File: src/rtl/mrtf_pkg.sv
// Shared types and constants of the methylation read threshold filter.
package mrtf_pkg;

	localparam int unsigned CFG_IDX_W  = 3;
	localparam int unsigned CFG_DATA_W = 17;
	localparam int unsigned MASK_W     = 16;
	localparam int unsigned FRAC_W     = 17;
	localparam int unsigned FRAC_SHIFT = 16;
	localparam int unsigned NUM_CNT    = 4;

	localparam logic [FRAC_W-1:0] FRAC_ONE = 17'h10000;

	typedef enum logic [CFG_IDX_W-1:0] {
		CFG_CHECK_MODE   = 3'd0,
		CFG_CTX_METH     = 3'd1,
		CFG_CTX_UNMETH   = 3'd2,
		CFG_OOCTX_METH   = 3'd3,
		CFG_OOCTX_UNMETH = 3'd4,
		CFG_MIN_CTX_CNT  = 3'd5,
		CFG_MIN_CTX_FRAC = 3'd6,
		CFG_MAX_OOC_FRAC = 3'd7
	} cfg_idx_t;

	// counter slots
	localparam int unsigned CNT_CM = 0;
	localparam int unsigned CNT_CU = 1;
	localparam int unsigned CNT_OM = 2;
	localparam int unsigned CNT_OU = 3;

	// check_mode bits
	localparam int unsigned MODE_FILT = 0;
	localparam int unsigned MODE_THR  = 1;

	typedef logic [1:0] verdict_t;
	localparam verdict_t VERDICT_FAIL = 2'd0;
	localparam verdict_t VERDICT_PASS = 2'd1;
	localparam verdict_t VERDICT_EXCL = 2'd2;

endpackage

File: src/rtl/mrtf_in_if.sv
// Read byte channel: one packed read byte per beat.
interface mrtf_in_if;
	logic       valid;
	logic       ready;
	logic [7:0] packed_byte;
	logic       has_byte;
	logic       last;

	modport source (output valid, packed_byte, has_byte, last, input ready);
	modport sink (input valid, packed_byte, has_byte, last, output ready);
endinterface

File: src/rtl/mrtf_out_if.sv
// Verdict channel: one verdict per read.
interface mrtf_out_if;
	logic       valid;
	logic       ready;
	logic [1:0] verdict;

	modport source (output valid, verdict, input ready);
	modport sink (input valid, verdict, output ready);
endinterface

File: src/rtl/methylation_read_threshold_filter.sv
// Methylation read threshold filter: per-read context counting and verdict.
//
// read_beat carries one packed read byte per beat (packed_byte, has_byte,
// last). The low nibble of each valid byte is tested against four code
// masks and bumps up to four saturating counters. The beat marked last
// closes the read: its counts move into a three-stage pipe (snapshot and
// sums, fraction products, compares) and the counters clear for the next
// read. The verdict passes the s1, s2 and output registers to result.
// A beat is taken every cycle while result is not stalled; reads of any
// length, even one beat each, stream at one beat per cycle.
// When result is valid and not ready, the whole pipe and read_beat.ready
// hold until the verdict is taken. Fraction limits are compared by
// cross-multiplying against the Q1.16 register values (17 x 17+ bits).
// The cfg port writes a register on any cycle cfg_we is high; it is meant
// to be used only while no read is in progress.
// Reset clears the counters and pipe, and loads register defaults
// (all zero, max_ooctx_frac = 1.0).
module methylation_read_threshold_filter
	import mrtf_pkg::*;
#(
	parameter int unsigned COUNT_WIDTH = 16
) (
	input  logic                  clk,
	input  logic                  arst_n,
	input  logic                  cfg_we,
	input  logic [CFG_IDX_W-1:0]  cfg_index,
	input  logic [CFG_DATA_W-1:0] cfg_data,
	mrtf_in_if.sink               read_beat,
	mrtf_out_if.source            result
);

	localparam int unsigned CW = COUNT_WIDTH;
	localparam int unsigned SW = CW + 1;
	localparam int unsigned PW = SW + FRAC_W;

	logic [1:0]        check_mode_q;
	logic [MASK_W-1:0] mask_q [NUM_CNT];
	logic [MASK_W-1:0] min_ctx_count_q;
	logic [FRAC_W-1:0] min_ctx_frac_q;
	logic [FRAC_W-1:0] max_ooctx_frac_q;

	always_ff @(posedge clk or negedge arst_n) begin
		if (!arst_n) begin
			check_mode_q     <= '0;
			for (int i = 0; i < NUM_CNT; i++) mask_q[i] <= '0;
			min_ctx_count_q  <= '0;
			min_ctx_frac_q   <= '0;
			max_ooctx_frac_q <= FRAC_ONE;
		end else if (cfg_we) begin
			case (cfg_idx_t'(cfg_index))
				CFG_CHECK_MODE:   check_mode_q           <= cfg_data[1:0];
				CFG_CTX_METH:     mask_q[CNT_CM]         <= cfg_data[MASK_W-1:0];
				CFG_CTX_UNMETH:   mask_q[CNT_CU]         <= cfg_data[MASK_W-1:0];
				CFG_OOCTX_METH:   mask_q[CNT_OM]         <= cfg_data[MASK_W-1:0];
				CFG_OOCTX_UNMETH: mask_q[CNT_OU]         <= cfg_data[MASK_W-1:0];
				CFG_MIN_CTX_CNT:  min_ctx_count_q        <= cfg_data[MASK_W-1:0];
				CFG_MIN_CTX_FRAC: min_ctx_frac_q         <= cfg_data[FRAC_W-1:0];
				CFG_MAX_OOC_FRAC: max_ooctx_frac_q       <= cfg_data[FRAC_W-1:0];
				default: ;
			endcase
		end
	end

	// flow control: the pipe freezes while the verdict waits
	logic stall;
	logic beat_acc;
	assign stall           = result.valid && !result.ready;
	assign read_beat.ready = !stall;
	assign beat_acc        = read_beat.valid && read_beat.ready;

	// counters
	logic [CW-1:0] cnt_q   [NUM_CNT];
	logic [CW-1:0] cnt_nxt [NUM_CNT];
	logic [3:0]    code;
	assign code = read_beat.packed_byte[3:0];

	always_comb begin
		for (int i = 0; i < NUM_CNT; i++) begin
			cnt_nxt[i] = cnt_q[i];
			if (read_beat.has_byte && mask_q[i][code] && (cnt_q[i] != {CW{1'b1}}))
				cnt_nxt[i] = cnt_q[i] + 1'b1;
		end
	end

	always_ff @(posedge clk or negedge arst_n) begin
		if (!arst_n) begin
			for (int i = 0; i < NUM_CNT; i++) cnt_q[i] <= '0;
		end else if (beat_acc) begin
			for (int i = 0; i < NUM_CNT; i++)
				cnt_q[i] <= read_beat.last ? '0 : cnt_nxt[i];
		end
	end

	// stage 1: snapshot of the closed read and sums
	logic          valid_s1;
	logic [CW-1:0] cm_s1, om_s1;
	logic [SW-1:0] ctx_all_s1, ooc_all_s1;

	always_ff @(posedge clk or negedge arst_n) begin
		if (!arst_n) valid_s1 <= 1'b0;
		else if (!stall) valid_s1 <= beat_acc && read_beat.last;
	end

	always_ff @(posedge clk) begin
		if (beat_acc && read_beat.last) begin
			cm_s1      <= cnt_nxt[CNT_CM];
			om_s1      <= cnt_nxt[CNT_OM];
			ctx_all_s1 <= SW'(cnt_nxt[CNT_CM]) + SW'(cnt_nxt[CNT_CU]);
			ooc_all_s1 <= SW'(cnt_nxt[CNT_OM]) + SW'(cnt_nxt[CNT_OU]);
		end
	end

	// stage 2: fraction products
	logic          valid_s2;
	logic [CW-1:0] cm_s2, om_s2;
	logic [SW-1:0] ctx_all_s2;
	logic [PW-1:0] ctx_prod_s2, ooc_prod_s2;

	always_ff @(posedge clk or negedge arst_n) begin
		if (!arst_n) valid_s2 <= 1'b0;
		else if (!stall) valid_s2 <= valid_s1;
	end

	always_ff @(posedge clk) begin
		if (!stall && valid_s1) begin
			cm_s2       <= cm_s1;
			om_s2       <= om_s1;
			ctx_all_s2  <= ctx_all_s1;
			ctx_prod_s2 <= PW'(min_ctx_frac_q) * PW'(ctx_all_s1);
			ooc_prod_s2 <= PW'(max_ooctx_frac_q) * PW'(ooc_all_s1);
		end
	end

	// stage 3: compares and verdict
	logic          excl, thr_fail;
	logic [PW-1:0] cm_scaled, om_scaled;
	verdict_t      verdict_d;

	assign cm_scaled = PW'({cm_s2, {FRAC_SHIFT{1'b0}}});
	assign om_scaled = PW'({om_s2, {FRAC_SHIFT{1'b0}}});

	always_comb begin
		excl = check_mode_q[MODE_FILT] && (om_s2 != '0) && (om_scaled > ooc_prod_s2);
		thr_fail = (cm_s2 == '0)
			|| ((SW + MASK_W)'(ctx_all_s2) < (SW + MASK_W)'(min_ctx_count_q))
			|| (cm_scaled < ctx_prod_s2);
		if (excl) verdict_d = VERDICT_EXCL;
		else if (check_mode_q[MODE_THR] && thr_fail) verdict_d = VERDICT_FAIL;
		else verdict_d = VERDICT_PASS;
	end

	logic     out_valid_q;
	verdict_t verdict_q;

	always_ff @(posedge clk or negedge arst_n) begin
		if (!arst_n) out_valid_q <= 1'b0;
		else if (!stall) out_valid_q <= valid_s2;
	end

	always_ff @(posedge clk) begin
		if (!stall && valid_s2) verdict_q <= verdict_d;
	end

	assign result.valid   = out_valid_q;
	assign result.verdict = verdict_q;

`ifndef NO_ASSERTIONS
	a_clear_after_last: assert property (@(posedge clk) disable iff (!arst_n)
		beat_acc && read_beat.last |=> (cnt_q[CNT_CM] == '0) && (cnt_q[CNT_CU] == '0)
			&& (cnt_q[CNT_OM] == '0) && (cnt_q[CNT_OU] == '0))
		else $error("counters not cleared after last beat");

	a_last_enters_pipe: assert property (@(posedge clk) disable iff (!arst_n)
		beat_acc && read_beat.last |=> valid_s1)
		else $error("closed read did not enter the pipe");

	a_count_monotonic: assert property (@(posedge clk) disable iff (!arst_n)
		beat_acc && !read_beat.last |=> (cnt_q[CNT_CM] >= $past(cnt_q[CNT_CM]))
			&& (cnt_q[CNT_OM] >= $past(cnt_q[CNT_OM])))
		else $error("counter decreased within a read");

	a_stall_freezes: assert property (@(posedge clk) disable iff (!arst_n)
		stall |=> $stable(valid_s1) && $stable(valid_s2))
		else $error("pipe moved during a stall");

	a_verdict_code: assert property (@(posedge clk) disable iff (!arst_n)
		out_valid_q |-> (verdict_q == VERDICT_FAIL) || (verdict_q == VERDICT_PASS)
			|| (verdict_q == VERDICT_EXCL))
		else $error("undefined verdict code");
`endif

endmodule
File: src/flat_wrapper.sv
// flat-port wrapper written by rule: the top's interface ports become plain ports
module methylation_read_threshold_filter_flat import mrtf_pkg::*;
#(
	parameter int unsigned COUNT_WIDTH = 16
)
  (clk, arst_n, cfg_we, cfg_index, cfg_data, read_beat_valid, read_beat_packed_byte, read_beat_has_byte, read_beat_last, read_beat_ready, result_valid, result_verdict, result_ready);
  mrtf_in_if read_beat_i ();
  mrtf_out_if result_i ();
  input  logic clk;
  input  logic arst_n;
  input  logic cfg_we;
  input  logic [CFG_IDX_W-1:0] cfg_index;
  input  logic [CFG_DATA_W-1:0] cfg_data;
  input wire logic [$bits(read_beat_i.valid)-1:0] read_beat_valid;
  input wire logic [$bits(read_beat_i.packed_byte)-1:0] read_beat_packed_byte;
  input wire logic [$bits(read_beat_i.has_byte)-1:0] read_beat_has_byte;
  input wire logic [$bits(read_beat_i.last)-1:0] read_beat_last;
  output wire logic [$bits(read_beat_i.ready)-1:0] read_beat_ready;
  output wire logic [$bits(result_i.valid)-1:0] result_valid;
  output wire logic [$bits(result_i.verdict)-1:0] result_verdict;
  input wire logic [$bits(result_i.ready)-1:0] result_ready;
  assign read_beat_i.valid = read_beat_valid;
  assign read_beat_i.packed_byte = read_beat_packed_byte;
  assign read_beat_i.has_byte = read_beat_has_byte;
  assign read_beat_i.last = read_beat_last;
  assign read_beat_ready = read_beat_i.ready;
  assign result_valid = result_i.valid;
  assign result_verdict = result_i.verdict;
  assign result_i.ready = result_ready;
  methylation_read_threshold_filter #(.COUNT_WIDTH(COUNT_WIDTH)) u_core (.clk(clk), .arst_n(arst_n), .cfg_we(cfg_we), .cfg_index(cfg_index), .cfg_data(cfg_data), .read_beat(read_beat_i), .result(result_i));
endmodule
File: config.mk
export PLATFORM = sky130hd
export DESIGN_NAME = methylation_read_threshold_filter_flat
export DESIGN_NICKNAME = d
export VERILOG_FILES = /design/src/rtl/mrtf_pkg.sv /design/src/rtl/mrtf_in_if.sv /design/src/rtl/mrtf_out_if.sv /design/src/rtl/methylation_read_threshold_filter.sv /design/src/flat_wrapper.sv
export SDC_FILE = /design/constraint.sdc
export NUM_CORES = 2
export LEC_CHECK = 0
export ABC_AREA = 0
export ABC_CLOCK_PERIOD_IN_PS = 7500
export BUFFER_PORTS_ARGS = -buffer_cell sky130_fd_sc_hd__buf_4
export CORE_UTILIZATION = 65
export CTS_CLUSTER_DIAMETER = 40
export DETAILED_ROUTE_END_ITERATION = 6
export GPL_TIMING_DRIVEN = 1
export PLACE_DENSITY = 0.89
export SLEW_MARGIN = 20
export SYNTH_ARGS = -nofsm -noshare
export SYNTH_HDL_FRONTEND = slang
export SYNTH_SLANG_ARGS = --single-unit
File: constraint.sdc
create_clock -name clk -period 7.5 [get_ports clk]
set_input_delay 0.375 -clock clk [delete_from_list [all_inputs] [get_ports clk]]
set_output_delay 0.375 -clock clk [all_outputs]
set_load 0.01 [all_outputs]
* Yosys cells after proc, flatten, opt, wreduce, memory -nomap -nowiden
Index checks and enable logic that the tools add are counted.
** Word-level totals
- Register bits :: 368
- Bits in latches :: 0
- Memory bits (writable) :: 0
- Bits in read-only memories :: 0
- Bits of input ports :: 35
- Output and inout port bits :: 4
- Word-level logic and storage cells :: 96
- Memories :: 0
** Cells by class
- $add $sub $neg :: 6
- Multipliers :: 2
- Div/mod/pow operators :: 0
- Magnitude comparators :: 4
- Eq/ne operators :: 11
- Shift operators :: 0
- Mux-type cells :: 17
- Bitwise gates (word level) :: 0
- Reduce and logical (&&, ||, !) cells :: 31
** Operators with widths (number)
- $mux 16 :: 8
- $mul 17x17->34 :: 2
- $add 16x1->16 const B :: 4
- $ne 16x16->1 const B :: 4
- $add 16x16->17 :: 2
- $gt 32x34->1 :: 1
- $lt 32x34->1 :: 1
- $lt 17x16->1 :: 1
- $bmux 1 s4 :: 4
- $logic_and 1x1->1 :: 16
- $logic_not 16->1 :: 1
- $reduce_and 2->1 :: 8
- $reduce_bool 16->1 :: 1
- $eq 3x3->1 const B :: 4
- $eq 3x2->1 const B :: 2
- $lt 4x5->1 const B :: 1
- $mux 1 :: 5
- $eq 3x1->1 const B :: 1
- $logic_not 3->1 :: 1
- $logic_not 1->1 :: 2
- $logic_or 1x1->1 :: 2

* Depth between registers and ports, before layout
- Depth in word-level cells :: 6
- Depth in mapped cells :: 24
- Gate-level depth less buffers :: 22

* Worst setup path after synthesis
Ideal clock, no wire load.
- Kind :: reg-to-reg
- From :: register u_core.max_ooctx_frac_q[16]
- To :: register u_core.ooc_prod_s2[31] (data pin)
- Data arrival time :: 6.002 ns
- Data required time :: 7.238 ns
- Path slack :: 1.236 ns
- Stages on the path, launching flop included :: 21
- Path buffers :: 1
- Clock period less this slack :: 6.264 ns
- Cell sequence :: dfstp_2 -> clkbuf_1 -> nand2_1 -> fa_1 -> fa_1 -> inv_1 -> fa_1 -> fa_1 -> fa_1 -> inv_1 -> fa_1 -> inv_1 -> ha_1 -> and2_2 -> nand4_1 -> nor4_2 -> or4_4 -> a211o_1 -> a21oi_2 -> o21bai_1 -> xor2_1
** On the way
- Longest elaborated chain between the ends :: 1
** Ends and longest elaborated chain
- start: declaration :: RTL line methylation_read_threshold_filter.sv:40 : logic [FRAC_W-1:0] max_ooctx_frac_q;
- start signal: assignment :: RTL line methylation_read_threshold_filter.sv:58 : CFG_MAX_OOC_FRAC: max_ooctx_frac_q <= cfg_data[FRAC_W-1:0];
- $mul 17x17->34 :: RTL line methylation_read_threshold_filter.sv:130 : ooc_prod_s2 <= PW'(max_ooctx_frac_q) * PW'(ooc_all_s1);
- end signal: assignment :: RTL line methylation_read_threshold_filter.sv:130
- end: declaration :: RTL line methylation_read_threshold_filter.sv:117 : logic [PW-1:0] ctx_prod_s2, ooc_prod_s2;
No other way between the ends.
A chain may end at the register's enable or synchronous reset.

* Worst setup path after layout
- From :: register u_core.ctx_all_s1[3]
- To :: register u_core.ctx_prod_s2[26] (data pin)
** On the way
- Longest elaborated chain between the ends :: 1
** Ends and longest elaborated chain
- start: declaration :: RTL line methylation_read_threshold_filter.sv:97 : logic [SW-1:0] ctx_all_s1, ooc_all_s1;
- start signal: assignment :: RTL line methylation_read_threshold_filter.sv:108 : ctx_all_s1 <= SW'(cnt_nxt[CNT_CM]) + SW'(cnt_nxt[CNT_CU]);
- $mul 17x17->34 :: RTL line methylation_read_threshold_filter.sv:129 : ctx_prod_s2 <= PW'(min_ctx_frac_q) * PW'(ctx_all_s1);
- end signal: assignment :: RTL line methylation_read_threshold_filter.sv:129
- end: declaration :: RTL line methylation_read_threshold_filter.sv:117
No other way between the ends.

==> metrics.md <==
| Metric | Value |
|---|---|
| Commonest cells after routing, fill and taps aside | 617 x inv_1, 450 x fa_1, 414 x nand2_1, 299 x ha_1, 287 x and2_1 |
| Commonest non-fill, non-tap cell in the layout | inv_1 |
| Post-layout minimum cycle time | 7.07 ns |
| MaxCap Viol Count | 0 |
| Dpl hpwl | 63.9 mm |
| First-pass DRT Iterations | 7 |
| CP most frequent cell | fa_1 |
| Hold Path Class | primary input to flip-flop |
| Post-Layout Cell Count | 4387 |
| Run status | finished with violations |
| Grt ovf | 0 |
| Routed WL | 89.3 mm |
| Inst Count DP | 4292 |
| Vias in the first global route | 28200 |
| Pins over their slew limit | 0 |
| Final worst path period share | 94.3% |
| Max Root-Sink Buffers | 3 |
| Final setup fails | 0 |
| Req. time, crit path | 7.84 ns |
| Least-Margin Pin Slew | 1.24 ns |
| Clk root buf | clkbuf_16 |
| Worst-path clk slew | 0.06 ns |
| Layout cell share with drive strength beyond 1 | 8.00% |
| Die Y | 240 um |
| FILL cells | 3600 |
| CP Buf/Inv Count | 4 |
| Routed via count | 27000 |
| Hold Violations, Final | 0 |
| Worst Skew | 0.0272 ns |
| I/O Buffers | 34 |
| Synth unique cells | 79 |
| Post-CTS Setup Repair Bufs | 0 |
| Async SR Flop Fraction | 49.7% |
| F_max | 141 MHz |
| Synth Instances | 3632 |
| Row count | 86 |
| Fin nets | 4381 |
| Final hold slack | 0.0717 ns |
| Critical path cell sequence | buf_4, nand2_1, fa_1, fa_1, fa_1, inv_1, fa_1, fa_1, inv_1, fa_1, inv_1, ha_1, nand2_1, o21ai_0, a31oi_1, o21ai_0, o21ba_2, o41ai_1, o21ai_0, xnor2_1 |
| H-tree depth | 2 |
| Crit path launch type | flip-flop |
| All-Layer GR Usage | 32.7% |
| Synth warnings | 0 |
| Drt wl/cell | 20.4 um |
| Worst-Skew Late Latency | 0.61 ns |
| Initial Utilization | 66.2% |
| Post-CTS Resized | 0 |
| DIE WIDTH | 240 um |
| Clock sink count | 368 |
| Slowest CP cell | edfxtp_1 |
| CP Class | flip-flop to flip-flop |
| Mapped Nets | 4416 |
| Max_slew headroom | 16.4% |
| Failing checks | design-rule violations |
| Final Wtd Congestion | 0.969 |
| Syn Std Cell Area | 36700 um2 |
| First-pass GRT wire length | 146 mm |
| Remaining DRCs | 1 |
| Post-synth EDFFs | 185 |
| Core Util, Final | 70.7% |
| Area Overhead vs Synth | 6.73% |
| Die footprint | 57400 um2 |
| CTS hold repair buffers | 1 |
| Routed Antenna Nets | 0 |
| Via density | 6.15 |
| Synth Register Bits | 368 |
| Top_reg_cell synth | edfxtp_1 |
| Top Ports | 39 |
| Largest net degree at the start of global routing | 70 |
| Crit. End Element | flip-flop |
| CP Max Fanout | 12 |
| CP max stage delay | 0.78 ns |
| Core box area | 55400 um2 |
| Arrival time at the worst endpoint | 7.41 ns |
| Num CTS Buffers | 49 |
| Critical path's top delay family | adder cells |
| Syn Area/Cell | 10.1 um2 |
| CTS tree | built |
| Setup TNS | 0 ns |
| DRT iter0 DRCs | 2571 |
| RSZ-0062 raised after global routing | false |
| Register area share after synthesis | 27.6% |
| Initial antenna violation count | 8 |
[through the flow]
stage / area [um2] / setup slack, ns
floorplan: 36700 / 1.24
global placement: 37500 / 0.834
detailed placement: 37500 / 0.645
CTS: 39100 / 0.584
global route: 39100 / 0.0889
finish: 39200 / 0.426
[area by class of cell]
| class | count | area, um2 | share of cell area (%) |
|---|---|---|---|
| inverters | 617 | 2320 | 5.92 |
| flip-flops and latches | 368 | 10100 | 25.9 |
| clock buffers | 60 | 1330 | 3.39 |
| clock inverters | 30 | 263 | 0.671 |
| repair buffers | 69 | 524 | 1.34 |
| diodes | 3 | 7.51 | 0.0192 |
| well taps | 748 | 936 | 2.39 |
| multi-input cells | 2492 | 23600 | 60.4 |
[registers in the layout, summed over array words and instances (netlist names)]
name                     count
u_core.check_mode_q          2
u_core.cm_s1                16
u_core.cm_s2                16
u_core.cnt_q                64
u_core.ctx_all_s1           17
u_core.ctx_all_s2           17
u_core.ctx_prod_s2          34
u_core.mask_q               64
u_core.max_ooctx_frac_q     17
u_core.min_ctx_count_q      16
u_core.min_ctx_frac_q       17
u_core.om_s1                16
u_core.om_s2                16
u_core.ooc_all_s1           17
u_core.ooc_prod_s2          34
u_core.result.valid          1
u_core.result.verdict        2
u_core.valid_s1              1
u_core.valid_s2              1
[synth_stat cells, types with 4 or more instances]
| cell type | instances | area (um2) |
|---|---|---|
| nor4_1 | 15 | 93.8 |
| a22oi_1 | 10 | 75.1 |
| or4_1 | 5 | 37.5 |
| o21a_1 | 17 | 128 |
| ha_1 | 299 | 3740 |
| buf_4 | 5 | 37.5 |
| a32o_1 | 4 | 40.0 |
| inv_1 | 617 | 2320 |
| nand4b_1 | 6 | 52.6 |
| xnor2_1 | 101 | 885 |
| xor2_1 | 36 | 315 |
| mux2_2 | 121 | 1360 |
| a21oi_1 | 104 | 521 |
| nor3b_1 | 5 | 37.5 |
| nand2b_1 | 21 | 131 |
| edfxtp_1 | 185 | 5560 |
| nand4_1 | 26 | 163 |
| and4_1 | 7 | 61.3 |
| or3_1 | 5 | 31.3 |
| a41oi_1 | 13 | 114 |
| o2111ai_1 | 4 | 35.0 |
| and2_1 | 288 | 1800 |
| clkbuf_1 | 140 | 526 |
| a211oi_1 | 9 | 67.6 |
| o211ai_1 | 6 | 45.0 |
| nand2_1 | 414 | 1550 |
| nor2_1 | 63 | 236 |
| nor3_1 | 18 | 90.1 |
| a31oi_1 | 29 | 181 |
| buf_1 | 4 | 15.0 |
| nand3_1 | 56 | 280 |
| a211o_1 | 5 | 43.8 |
| nor2b_1 | 21 | 131 |
| dfrtp_1 | 182 | 4550 |
| o31ai_1 | 41 | 308 |
| and3_1 | 21 | 131 |
| o21ai_1 | 5 | 25.0 |
| mux2i_1 | 33 | 330 |
| o21bai_1 | 10 | 75.1 |
| fa_1 | 450 | 9010 |
| o21ai_0 | 126 | 631 |
| a21o_1 | 52 | 390 |
| o41ai_1 | 4 | 35.0 |
[worst paths after layout]
| check | startpoint | end | slack, ns | cells after the start |
|---|---|---|---|---|
| worst max-delay path | u_core.ctx_all_s1[3]$_DFFE_PP_ | u_core.ctx_prod_s2[26]$_DFFE_PP_ | 0.43 | 20 |
| worst min-delay path | cfg_data[12] | u_core.min_ctx_frac_q[12]$_DFFE_PN0P_ | 0.07 | 2 |
| worst max register to register | u_core.ctx_all_s1[3]$_DFFE_PP_ | u_core.ctx_prod_s2[26]$_DFFE_PP_ | 0.43 | 20 |
| worst min register to register | u_core.om_s1[1]$_DFFE_PP_ | u_core.om_s2[1]$_DFFE_PP_ | 0.41 | 0 |
| max in group asynchronous | arst_n | u_core.mask_q[51]$_DFFE_PN0P_ | 5.22 | 4 |
| min in group asynchronous | arst_n | u_core.cnt_q[41]$_DFFE_PN0P_ | 0.35 | 2 |
[routing by layer]
metal  up-vias  share of wire [%]  GRT usage (%)
met3       306                9.5           6.27
met1     13600                 39           43.9
met4         8                4.7           14.9
met5         -              0.049              0
li1      11700                  -              -
met2      1333                 47           51.7
[cells by family (layout without fill, tap and decap cells)]
kind of cell,count (synthesis),after routing,synth area share [%]
other,0,3,0
and+or+nand+nor,982,982,13.5
adders and majority gates,749,749,34.8
AOI/OAI and AO/OA,470,470,8.23
buffers and inverters,772,776,8.01
xor gates and xnor gates,137,137,3.27
muxes,154,154,4.62
DFF,368,368,27.6
Power is left out: the tool's default activity adds up to more than one toggle a clock period on the data nets, which glitch-free logic cannot reach.
